**config.mk**
```make
export PLATFORM = sky130hd
export DESIGN_NAME = mx_preference_sorted_list_unit
export DESIGN_NICKNAME = d
export VERILOG_FILES = /design/src/hw/rtl/mxpsl_pkg.sv /design/src/hw/rtl/mxpsl_ram.sv /design/src/hw/rtl/mx_preference_sorted_list_unit.sv
export SDC_FILE = /design/constraint.sdc
export NUM_CORES = 1
export LEC_CHECK = 0
export ABC_CLOCK_PERIOD_IN_PS = 10700
export BUFFER_PORTS_ARGS = -buffer_cell sky130_fd_sc_hd__buf_2
export CAP_MARGIN = 20
export CORE_UTILIZATION = 55
export CTS_CLUSTER_SIZE = 12
export DETAILED_ROUTE_END_ITERATION = 6
export PLACE_DENSITY_LB_ADDON = 0.2
export SYNTH_ARGS = -nofsm -noshare
export SYNTH_HDL_FRONTEND = slang
export SYNTH_SLANG_ARGS = --single-unit
```
**constraint.sdc**
```tcl
create_clock -name i_clk -period 10.7 [get_ports i_clk]
set_input_delay 1.07 -clock i_clk [delete_from_list [all_inputs] [get_ports i_clk]]
set_output_delay 1.07 -clock i_clk [all_outputs]
set_load 0.005 [all_outputs]
```
**src/hw/rtl/mxpsl_pkg.sv**
```systemverilog
// ----------------------------------------------------------------------------
// mxpsl_pkg
// shared constants and types of the preference sorted list
// ----------------------------------------------------------------------------
`default_nettype none

package mxpsl_pkg;

    localparam int LIST_DEPTH_DEFAULT = 10;

    localparam int MODE_W  = 2;
    localparam int HOST_W  = 16;
    localparam int PREF_W  = 16;
    localparam int INDEX_W = 4;
    localparam int COUNT_W = 4;

    // stored word: host, preference, local mark
    localparam int ENTRY_W = HOST_W + PREF_W + 1;

    typedef enum logic [MODE_W-1:0] {
        MODE_INSERT = 2'd0,
        MODE_FINAL  = 2'd1,
        MODE_READ   = 2'd2,
        MODE_NOP    = 2'd3
    } t_mode;

endpackage

`default_nettype wire

```
**src/hw/rtl/mxpsl_ram.sv**
```systemverilog
// ----------------------------------------------------------------------------
// mxpsl_ram
// simple dual port ram, one write and one read port, registered read data
// ----------------------------------------------------------------------------
`default_nettype none

module mxpsl_ram #(
    parameter int WIDTH = 8,
    parameter int DEPTH = 16
) (
    input  wire logic                     i_clk,
    input  wire logic                     i_we,
    input  wire logic [$clog2(DEPTH)-1:0] i_waddr,
    input  wire logic [WIDTH-1:0]         i_wdata,
    input  wire logic [$clog2(DEPTH)-1:0] i_raddr,
    output logic      [WIDTH-1:0]         o_rdata
);

    logic [WIDTH-1:0] r_mem [DEPTH];
    logic [WIDTH-1:0] r_rdata;

    always_ff @(posedge i_clk) begin
        if (i_we) begin
            r_mem[i_waddr] <= i_wdata;
        end
        r_rdata <= r_mem[i_raddr];
    end

    assign o_rdata = r_rdata;

endmodule

`default_nettype wire

```
**src/hw/rtl/mx_preference_sorted_list_unit.sv**
```systemverilog
// ----------------------------------------------------------------------------
// mx_preference_sorted_list_unit
// bounded list of mail exchanger entries kept sorted by ascending preference
//
// input channel (i_valid / o_stall) carries one beat per command: insert,
// finalize (truncate at the first local entry), read of a slot or no-op. every
// beat gives exactly one result beat on the output channel (o_valid /
// i_stall) with the read entry, the live count and the stored flag.
// entries live in one ram; live entries always fill slots 0 to count-1, so
// a slot at or beyond count reads as empty and reset only clears the count.
// one comparator walks the slots, each slot a ram read and then a compare.
// insert: scan slots until the insert point is found or the scan runs past
// the last entry, move each entry below it down one slot (read, write), then
// write the new entry and post the result.
// finalize: scan slots up to the first local entry, then post the result.
// read: the slot is read unless empty. the next command is taken in the
// cycle after the result is posted. o_stall is high from accept until the
// result is posted; the result register holds while i_stall is high, and a
// new command is taken meanwhile, its result waiting until the register is
// free. reset (synchronous, active low) empties the list and drops the result.
// ----------------------------------------------------------------------------
`default_nettype none

module mx_preference_sorted_list_unit #(
    parameter int LIST_DEPTH = mxpsl_pkg::LIST_DEPTH_DEFAULT
) (
    input  wire logic                           i_clk,
    input  wire logic                           i_rst_n,

    input  wire logic                           i_valid,
    output logic                                o_stall,
    input  wire logic [mxpsl_pkg::MODE_W-1:0]   i_mode,
    input  wire logic [mxpsl_pkg::HOST_W-1:0]   i_host_id,
    input  wire logic [mxpsl_pkg::PREF_W-1:0]   i_pref,
    input  wire logic                           i_is_local,
    input  wire logic [mxpsl_pkg::INDEX_W-1:0]  i_index,

    output logic                                o_valid,
    input  wire logic                           i_stall,
    output logic                                o_entry_valid,
    output logic      [mxpsl_pkg::HOST_W-1:0]   o_entry_host,
    output logic      [mxpsl_pkg::PREF_W-1:0]   o_entry_pref,
    output logic                                o_entry_local,
    output logic      [mxpsl_pkg::COUNT_W-1:0]  o_count,
    output logic                                o_stored
);

    import mxpsl_pkg::*;

    localparam int AW = $clog2(LIST_DEPTH);
    localparam int CW = $clog2(LIST_DEPTH + 1);
    localparam int IW = (CW > INDEX_W) ? CW : INDEX_W;
    localparam int XW = (IW > COUNT_W) ? IW : COUNT_W;

    typedef enum logic [3:0] {
        S_IDLE,
        S_SCAN_RD,
        S_SCAN_CMP,
        S_SHIFT_RD,
        S_SHIFT_WR,
        S_PUT,
        S_READ_RD,
        S_READ_DAT,
        S_DONE
    } t_state;

    t_state              r_state, n_state;
    t_mode               r_mode, n_mode;
    logic [HOST_W-1:0]   r_host, n_host;
    logic [PREF_W-1:0]   r_pref, n_pref;
    logic                r_loc, n_loc;
    logic [INDEX_W-1:0]  r_index, n_index;
    logic [CW-1:0]       r_k, n_k;
    logic [AW-1:0]       r_j, n_j;
    logic [CW-1:0]       r_count, n_count;
    logic [CW-1:0]       r_newcount, n_newcount;

    logic                r_res_valid, n_res_valid;
    logic [HOST_W-1:0]   r_res_host, n_res_host;
    logic [PREF_W-1:0]   r_res_pref, n_res_pref;
    logic                r_res_local, n_res_local;
    logic                r_res_stored, n_res_stored;

    logic                r_out_valid, n_out_valid;
    logic                r_out_entry_valid, n_out_entry_valid;
    logic [HOST_W-1:0]   r_out_host, n_out_host;
    logic [PREF_W-1:0]   r_out_pref, n_out_pref;
    logic                r_out_local, n_out_local;
    logic [COUNT_W-1:0]  r_out_count, n_out_count;
    logic                r_out_stored, n_out_stored;

    logic                ram_we;
    logic [AW-1:0]       ram_waddr;
    logic [ENTRY_W-1:0]  ram_wdata;
    logic [AW-1:0]       ram_raddr;
    logic [ENTRY_W-1:0]  ram_rdata;

    logic [HOST_W-1:0]   slot_host;
    logic [PREF_W-1:0]   slot_pref;
    logic                slot_local;
    logic [CW-1:0]       grow_count;
    logic [IW-1:0]       index_ext;
    logic [IW-1:0]       count_ext;
    logic [XW-1:0]       count_out;
    logic                out_free;

    mxpsl_ram #(
        .WIDTH (ENTRY_W),
        .DEPTH (LIST_DEPTH)
    ) u_ram (
        .i_clk   (i_clk),
        .i_we    (ram_we),
        .i_waddr (ram_waddr),
        .i_wdata (ram_wdata),
        .i_raddr (ram_raddr),
        .o_rdata (ram_rdata)
    );

    assign slot_host  = ram_rdata[ENTRY_W-1:PREF_W+1];
    assign slot_pref  = ram_rdata[PREF_W:1];
    assign slot_local = ram_rdata[0];
    assign grow_count = (r_count == CW'(LIST_DEPTH)) ? r_count : r_count + 1'b1;
    assign index_ext  = IW'(i_index);
    assign count_ext  = IW'(r_count);
    assign count_out  = XW'(r_count);
    assign out_free   = !r_out_valid || !i_stall;

    always_comb begin
        n_state           = r_state;
        n_mode            = r_mode;
        n_host            = r_host;
        n_pref            = r_pref;
        n_loc             = r_loc;
        n_index           = r_index;
        n_k               = r_k;
        n_j               = r_j;
        n_count           = r_count;
        n_newcount        = r_newcount;
        n_res_valid       = r_res_valid;
        n_res_host        = r_res_host;
        n_res_pref        = r_res_pref;
        n_res_local       = r_res_local;
        n_res_stored      = r_res_stored;
        n_out_valid       = r_out_valid && i_stall;
        n_out_entry_valid = r_out_entry_valid;
        n_out_host        = r_out_host;
        n_out_pref        = r_out_pref;
        n_out_local       = r_out_local;
        n_out_count       = r_out_count;
        n_out_stored      = r_out_stored;
        ram_we            = 1'b0;
        ram_waddr         = r_j;
        ram_wdata         = ram_rdata;
        ram_raddr         = r_k[AW-1:0];

        case (r_state)
            S_IDLE: begin
                if (i_valid) begin
                    n_mode       = t_mode'(i_mode);
                    n_host       = i_host_id;
                    n_pref       = i_pref;
                    n_loc        = i_is_local;
                    n_index      = i_index;
                    n_k          = '0;
                    n_res_valid  = 1'b0;
                    n_res_host   = '0;
                    n_res_pref   = '0;
                    n_res_local  = 1'b0;
                    n_res_stored = 1'b0;
                    case (t_mode'(i_mode))
                        MODE_INSERT, MODE_FINAL: n_state = S_SCAN_RD;
                        MODE_READ: begin
                            n_state = (index_ext < count_ext) ? S_READ_RD : S_DONE;
                        end
                        default: n_state = S_DONE;
                    endcase
                end
            end
            S_SCAN_RD: begin
                if (r_k >= r_count) begin
                    if (r_mode == MODE_INSERT && r_k != CW'(LIST_DEPTH)) begin
                        n_newcount = grow_count;
                        n_j        = AW'(grow_count - 1'b1);
                        n_state    = S_SHIFT_RD;
                    end else begin
                        n_state = S_DONE;
                    end
                end else begin
                    ram_raddr = r_k[AW-1:0];
                    n_state   = S_SCAN_CMP;
                end
            end
            S_SCAN_CMP: begin
                if (r_mode == MODE_INSERT) begin
                    if (r_pref < slot_pref) begin
                        n_newcount = grow_count;
                        n_j        = AW'(grow_count - 1'b1);
                        n_state    = S_SHIFT_RD;
                    end else if (r_pref == slot_pref) begin
                        if (slot_local) begin
                            n_state = S_DONE;
                        end else if (r_loc) begin
                            n_newcount = r_k + 1'b1;
                            n_state    = S_PUT;
                        end else begin
                            n_newcount = grow_count;
                            n_j        = AW'(grow_count - 1'b1);
                            n_state    = S_SHIFT_RD;
                        end
                    end else begin
                        n_k     = r_k + 1'b1;
                        n_state = S_SCAN_RD;
                    end
                end else begin
                    if (slot_local) begin
                        n_count = r_k;
                        n_state = S_DONE;
                    end else begin
                        n_k     = r_k + 1'b1;
                        n_state = S_SCAN_RD;
                    end
                end
            end
            S_SHIFT_RD: begin
                if (r_j == r_k[AW-1:0]) begin
                    n_state = S_PUT;
                end else begin
                    ram_raddr = r_j - 1'b1;
                    n_state   = S_SHIFT_WR;
                end
            end
            S_SHIFT_WR: begin
                ram_we    = 1'b1;
                ram_waddr = r_j;
                ram_wdata = ram_rdata;
                n_j       = r_j - 1'b1;
                n_state   = S_SHIFT_RD;
            end
            S_PUT: begin
                ram_we       = 1'b1;
                ram_waddr    = r_k[AW-1:0];
                ram_wdata    = {r_host, r_pref, r_loc};
                n_count      = r_newcount;
                n_res_stored = 1'b1;
                n_state      = S_DONE;
            end
            S_READ_RD: begin
                ram_raddr = AW'(r_index);
                n_state   = S_READ_DAT;
            end
            S_READ_DAT: begin
                n_res_valid = 1'b1;
                n_res_host  = slot_host;
                n_res_pref  = slot_pref;
                n_res_local = slot_local;
                n_state     = S_DONE;
            end
            S_DONE: begin
                if (out_free) begin
                    n_out_valid       = 1'b1;
                    n_out_entry_valid = r_res_valid;
                    n_out_host        = r_res_host;
                    n_out_pref        = r_res_pref;
                    n_out_local       = r_res_local;
                    n_out_count       = count_out[COUNT_W-1:0];
                    n_out_stored      = r_res_stored;
                    n_state           = S_IDLE;
                end
            end
            default: n_state = S_IDLE;
        endcase
    end

    always_ff @(posedge i_clk) begin
        if (!i_rst_n) begin
            r_state     <= S_IDLE;
            r_count     <= '0;
            r_out_valid <= 1'b0;
        end else begin
            r_state     <= n_state;
            r_count     <= n_count;
            r_out_valid <= n_out_valid;
        end
        r_mode            <= n_mode;
        r_host            <= n_host;
        r_pref            <= n_pref;
        r_loc             <= n_loc;
        r_index           <= n_index;
        r_k               <= n_k;
        r_j               <= n_j;
        r_newcount        <= n_newcount;
        r_res_valid       <= n_res_valid;
        r_res_host        <= n_res_host;
        r_res_pref        <= n_res_pref;
        r_res_local       <= n_res_local;
        r_res_stored      <= n_res_stored;
        r_out_entry_valid <= n_out_entry_valid;
        r_out_host        <= n_out_host;
        r_out_pref        <= n_out_pref;
        r_out_local       <= n_out_local;
        r_out_count       <= n_out_count;
        r_out_stored      <= n_out_stored;
    end

    assign o_stall       = (r_state != S_IDLE);
    assign o_valid       = r_out_valid;
    assign o_entry_valid = r_out_entry_valid;
    assign o_entry_host  = r_out_host;
    assign o_entry_pref  = r_out_pref;
    assign o_entry_local = r_out_local;
    assign o_count       = r_out_count;
    assign o_stored      = r_out_stored;

    a_count_bound: assert property (@(posedge i_clk) disable iff (!i_rst_n)
        r_count <= CW'(LIST_DEPTH))
        else $error("live count above list depth");

    a_count_step: assert property (@(posedge i_clk) disable iff (!i_rst_n)
        (r_count > $past(r_count)) |-> (r_count == $past(r_count) + 1'b1))
        else $error("live count grew by more than one");

    a_write_range: assert property (@(posedge i_clk) disable iff (!i_rst_n)
        ram_we |-> (CW'(ram_waddr) < CW'(LIST_DEPTH)))
        else $error("ram write beyond list depth");

    a_busy_after_accept: assert property (@(posedge i_clk) disable iff (!i_rst_n)
        (i_valid && !o_stall) |=> o_stall)
        else $error("not busy after accepting a beat");

endmodule

`default_nettype wire
```
[Word-level counts from Yosys, hierarchy flattened]
Memories as Yosys holds them, arrays and structs flattened. A register that Yosys moved wholly into a read port is not among the register bits.
Cells that the tools add are included.
Word-level totals
  register bits after elaboration: 134
  RAM bits: 330
  output and inout bits: 41
  logic and storage cells: 140
  memories kept: 1
Memories
  u_ram.r_mem: depth 10, bits a word 33, rd ports 1, clocked after Yosys merged registers in 1, write ports 1, line mxpsl_ram.sv:19  | logic [WIDTH-1:0] r_mem [DEPTH];
Operators by class
  $add $sub $neg: 4
  $lt $le $gt $ge: 3
  equality and inequality tests: 27
  multiplexer cells: 56
  reductions and logical operators: 27
Operator list (number)
  2-to-1 mux 4 bit: 34
  case mux 16 bit (2 select lines): 2
  case mux 4 bit (2 select lines): 5
  2-to-1 mux 33 bit: 1
  case mux 4 bit (8 select lines): 1
  != test 3 bit, second input constant: 6
  equality test 16 bit: 1
  equality test 4 x 3 -> 1 bit, second input constant: 4
  < comparator 16 bit: 1
  2-to-1 mux 16 bit: 1
  != test 2 bit, second input constant: 6
  case mux 4 bit (3 select lines): 1
  AND reduction 2 bit: 5
  nonzero test 2 bit: 5
  adder 4 x 1 -> 4 bit, second input constant: 2
  equality test 4 x 2 -> 1 bit, second input constant: 2
  equality test 4 bit, second input constant: 2
  subtractor 4 x 1 -> 4 bit, second input constant: 2
  2-to-1 mux 1 bit: 7
  AND reduction 7 bit: 1
  case mux 1 bit (2 select lines): 3
  AND reduction 6 bit: 1
  OR reduction 2 bit: 3
  AND reduction 5 bit: 1
  other kinds (17): 20

[Longest topological paths before layout]
  depth in word-level cells: 9
  mapped depth: 11
  mapped depth without buffers: 9

[Modules after synthesis]
Synthesis repeated with hierarchy kept, for this count alone.
Second synthesis, totals
  cells, all modules: 1194
  area, all modules: 19748.9 um^2
By module, submodules not included
  mxpsl_ram: instances 1, cells each 719, area an instance 13534.2 um^2, sequential area each 10570.1 um^2
  mx_preference_sorted_list_unit: instances 1, cells each 475, area an instance 6214.7 um^2, sequential area each 3933.8 um^2

[Worst setup path before layout]
Ideal clock, no wire load.
  path kind: register to register
  start: register r_state[2]
  end: register r_res_host[0], enable pin
  library setup time: 0.472 ns
  arrival time: 3.383 ns
  required time: 10.228 ns
  path slack: 6.845 ns
  stages on the path, launching flop included: 5
  period minus slack after synthesis: 3.855 ns
  cells stage by stage: dfxtp_1 -> clkbuf_1 -> nand2b_1 -> clkbuf_1 -> o21ai_0
On the way
  cells in the longest elaborated chain, start to end: 3
Ends and longest elaborated chain
  start: declaration: line mx_preference_sorted_list_unit.sv:67  | t_state r_state, n_state;
  start signal: assignment: line mx_preference_sorted_list_unit.sv:280  | r_state <= n_state;
  equality test 4 x 3 -> 1 bit / zero test 4 bit (equally long branches): line mx_preference_sorted_list_unit.sv:156  | case (r_state)
  nonzero test 2 bit (no source line) / != test 2 bit (equally long branches)
  AND reduction 2 bit (no source line) *
  end signal: assignment: line mx_preference_sorted_list_unit.sv:293  | r_res_host <= n_res_host;
  end: declaration: line mx_preference_sorted_list_unit.sv:79  | logic [HOST_W-1:0] r_res_host, n_res_host;
Every way passes the cells marked *; elsewhere a longest branch is shown, timed or not.
A chain may end at the register's enable or synchronous reset.

[Worst setup path in the final report]
  start: register r_state[0]
  end: register u_ram.r_rdata[26] (netlist: u_ram.o_rdata[26]) (read register of u_ram.r_mem)
On the way
  cells in the longest elaborated chain, start to end: 2
Ends and longest elaborated chain
  equality test 4 x 3 -> 1 bit / equality test 4 x 2 -> 1 bit (equally long branches): line mx_preference_sorted_list_unit.sv:156
  case mux 4 bit (2 select lines) *: line mx_preference_sorted_list_unit.sv:156
  end: declaration: line mxpsl_ram.sv:20  | logic [WIDTH-1:0] r_rdata;
Marked as above.

==> results.toml <==
[run_status]
status = "finished clean"

[yosys]
async_flop_share = 0
synth_largest_area_cell = "edfxtp_1"
synth_cell_types = 57
seq_area_frac_synth = 0.741
syn_area_per_cell_um2 = 15.0
synth_fp_nets = 1381
netlist_area_um2 = 19600
yosys_warnings = 0
synth.area.top_cells = "edfxtp_1 (70%), mux2i_1 (5.3%), dfxtp_1 (4.3%)"
synth_cells = 1309
ys_seq_elements = 497
yosysTopAreaCellShare = 0.698
synth-edff-count = 455
synth_flop_cell = "edfxtp_1"

[setup_path]
r2r-start = "r_state[0]$_SDFFE_PN0P_"
endpoint = "u_ram.o_rdata[26]$_DFF_P_"
path_cells = "nand2_1, nor3_1, a221o_4, nor3b_4, buf_4, a32oi_1, and3_1"
critPathCaptureType = "flip-flop"
critPathMaxFanout = 33
rr_worst_depth = 7
cp_slowest_stage_delay_ns = 0.83
crit_type = "flip-flop to flip-flop"
slowest_stage = "nor3b_4"
rrSetupSlack_ns = 6.38
required_ns = 11.17
crit_start = "r_state[0]$_SDFFE_PN0P_"
r2r-end = "u_ram.o_rdata[26]$_DFF_P_"
setup.worst_path.start_class = "flip-flop"
arrival_ns = 4.79

[global_route]
grt_max_degree = 68
grt.total_usage = 0.237
grt_pass1_vias = 10600
grt_pass1_wl_mm = 63.3
grt-ovfl-total = 0
grt_util_met1 = 0.333
grt_util_met3 = 0.0480
grt_busiest_layer = "met2"
use_met2 = 0.372
antenna_found_initial = 0

[pwr]
peakVddDrop_mv = 0.148
p_per_area_nw_per_um2 = 220
power.leakage_nw = 7.99
finalPower_w = 0.00486

[cts]
post_cts_buffers = 0
clk_path_buf_depth = 3
clk_pin_slew_ns = 0.06
insertion_delay_ns = 0.58
clock_sinks = 497
h-tree-depth = 2
ctsResizeCount = 0
cts-hold-fix-buffers = 0
cts_tree = "done"
cts_root_buffer = "clkbuf_16"
numCtsBuffers = 50

[routing]
wl_per_cell_um = 22.2
num_vias = 11000
ant_nets = 0
wl_mm = 42.3
post_drt_via_cell_ratio = 5.79
dr.pass1.iters = 5
drc = 0
drtIter0Drc = 1010

[die]
io_pins = 84
die-area_um2 = 36400
initial_utilization = 0.563
fp.dieH_um = 191
row_count = 68
die_w_um = 191
core_area_um2 = 34800

[min_path]
hp-start = "r_res_pref[1]$_SDFFCE_PN0P_"
min_path_type = "flip-flop to flip-flop"

[cells_and_area]
fin_nets = 1484
nFillCells = 2526
layout_common_cells = "edfxtp_1 (455), nand2_1 (220), mux2i_1 (104), buf_2 (87), clkbuf_16 (50)"
antennaDiodeCount = 0
synthToLayoutAreaGrowth_pct = 13.1
drive_above_1_share = 0.141
final_common_cell = "edfxtp_1"

[timing]
skew_ns = 0.0210
fmax_mhz = 231
slew_viol_final = 0
final-hold-violation-count = 0
setup_viol = 0
worst_pin_slew_ns = 1.11
relSlewSlack = 0.253
fin_crit_ns = 4.32
rsz0062_at_grt = "no"
setup_tns_ns = 0
finalCritPeriodShare = 0.404

[job]
cap_viol_max_count = 0

[place]
port_buffers = 83
gp_congestion = 0.914
hpwl_mm = 25.6
-- cell families (layout without fill, tap and decap cells) --
group	count (synthesis)	in the layout	share of synthesized area
compound gates	153	153	0.0558
xor+xnor	14	14	0.00760
fa+ha+maj	29	29	0.0185
buf+inv	100	240	0.0269
flops	497	497	0.741
mux	104	104	0.0531
simple gates	412	412	0.0975
-- worst max-delay path, delay by kind of cell (launching register included) --
family,cells,cell delay [ns]
flip-flops,1,0.71
AO/OA/AOI/OAI,2,0.88
buffers and inverters,1,0.44
AND/OR/NAND/NOR,4,2.18
-- final cells by class --
cell class | instances | area (um2) | area share
multi-input combinational | 712 | 4680 | 0.211
timing repair buffer | 116 | 733 | 0.0331
tap | 455 | 569 | 0.0257
sequential | 497 | 14500 | 0.655
clock inverter | 6 | 85.1 | 0.00384
inverter | 35 | 131 | 0.00593
clock buffer | 83 | 1460 | 0.0657
-- layer usage --
metal / part of all wire / vias to the layer above
met5: 0 / -
met4: 0.025 / 0
met3: 0.077 / 76
met2: 0.47 / 407
met1: 0.43 / 5424
li1: - / 5109
-- flip-flops by register name, indices dropped and copies added (netlist names), 16 cells and up --
register	cells
o_entry_host	16
u_ram.r_mem	330
u_ram.o_rdata	33
r_res_pref	16
r_res_host	16
o_entry_pref	16
r_pref	16
r_host	16
-- Yosys cell counts (18+ instances only) --
cell type,instances
a21oi_1,18
a22oi_1,36
a32oi_1,33
and2_1,19
and3_1,37
clkbuf_1,25
dfxtp_1,42
edfxtp_1,455
ha_1,29
inv_1,35
mux2i_1,104
nand2_1,221
nand3_1,38
nor2_1,35
nor3_1,31
o21ai_0,28
-- worst min path at each step --
| stage | endpoint | slack (ns) | cells past startpoint |
|---|---|---|---|
| 4_1_cts | o_entry_host[1]$_DFFE_PP_ | 0.42 | 0 |
| 3_5_place_dp | o_entry_host[1]$_DFFE_PP_ | 0.40 | 0 |
| 2_1_floorplan | o_entry_host[0]$_DFFE_PP_ | 0.40 | 0 |
| 3_3_place_gp | o_entry_pref[5]$_DFFE_PP_ | 0.40 | 0 |
| 5_1_grt | o_entry_host[6]$_DFFE_PP_ | 0.42 | 0 |
| 6_report | o_entry_pref[1]$_DFFE_PP_ | 0.41 | 0 |
-- metrics by stage --
stage	instances	util	hold WS (ns)	setup WS (ns)	instance area, um2
detailed placement	1802	0.589	0.405	6.41	20500
CTS	1891	0.633	0.418	6.42	22000
floorplan	1309	-	0.400	6.84	19600
global route	1904	0.637	0.420	6.10	22200
global placement	1800	0.587	0.402	6.61	20400
finish	1904	0.637	0.414	6.38	22200
-- report_power, final --
group | internal [W] | switching, W | leakage (nW) | total (W)
clock | 0.000948 | 0.000687 | 0.739 | 0.00163
sequential | 0.00239 | 0.0000754 | 4.50 | 0.00247
combinational | 0.000238 | 0.000525 | 2.75 | 0.000762
No activity file was read; power rests on OpenSTA's default activity.
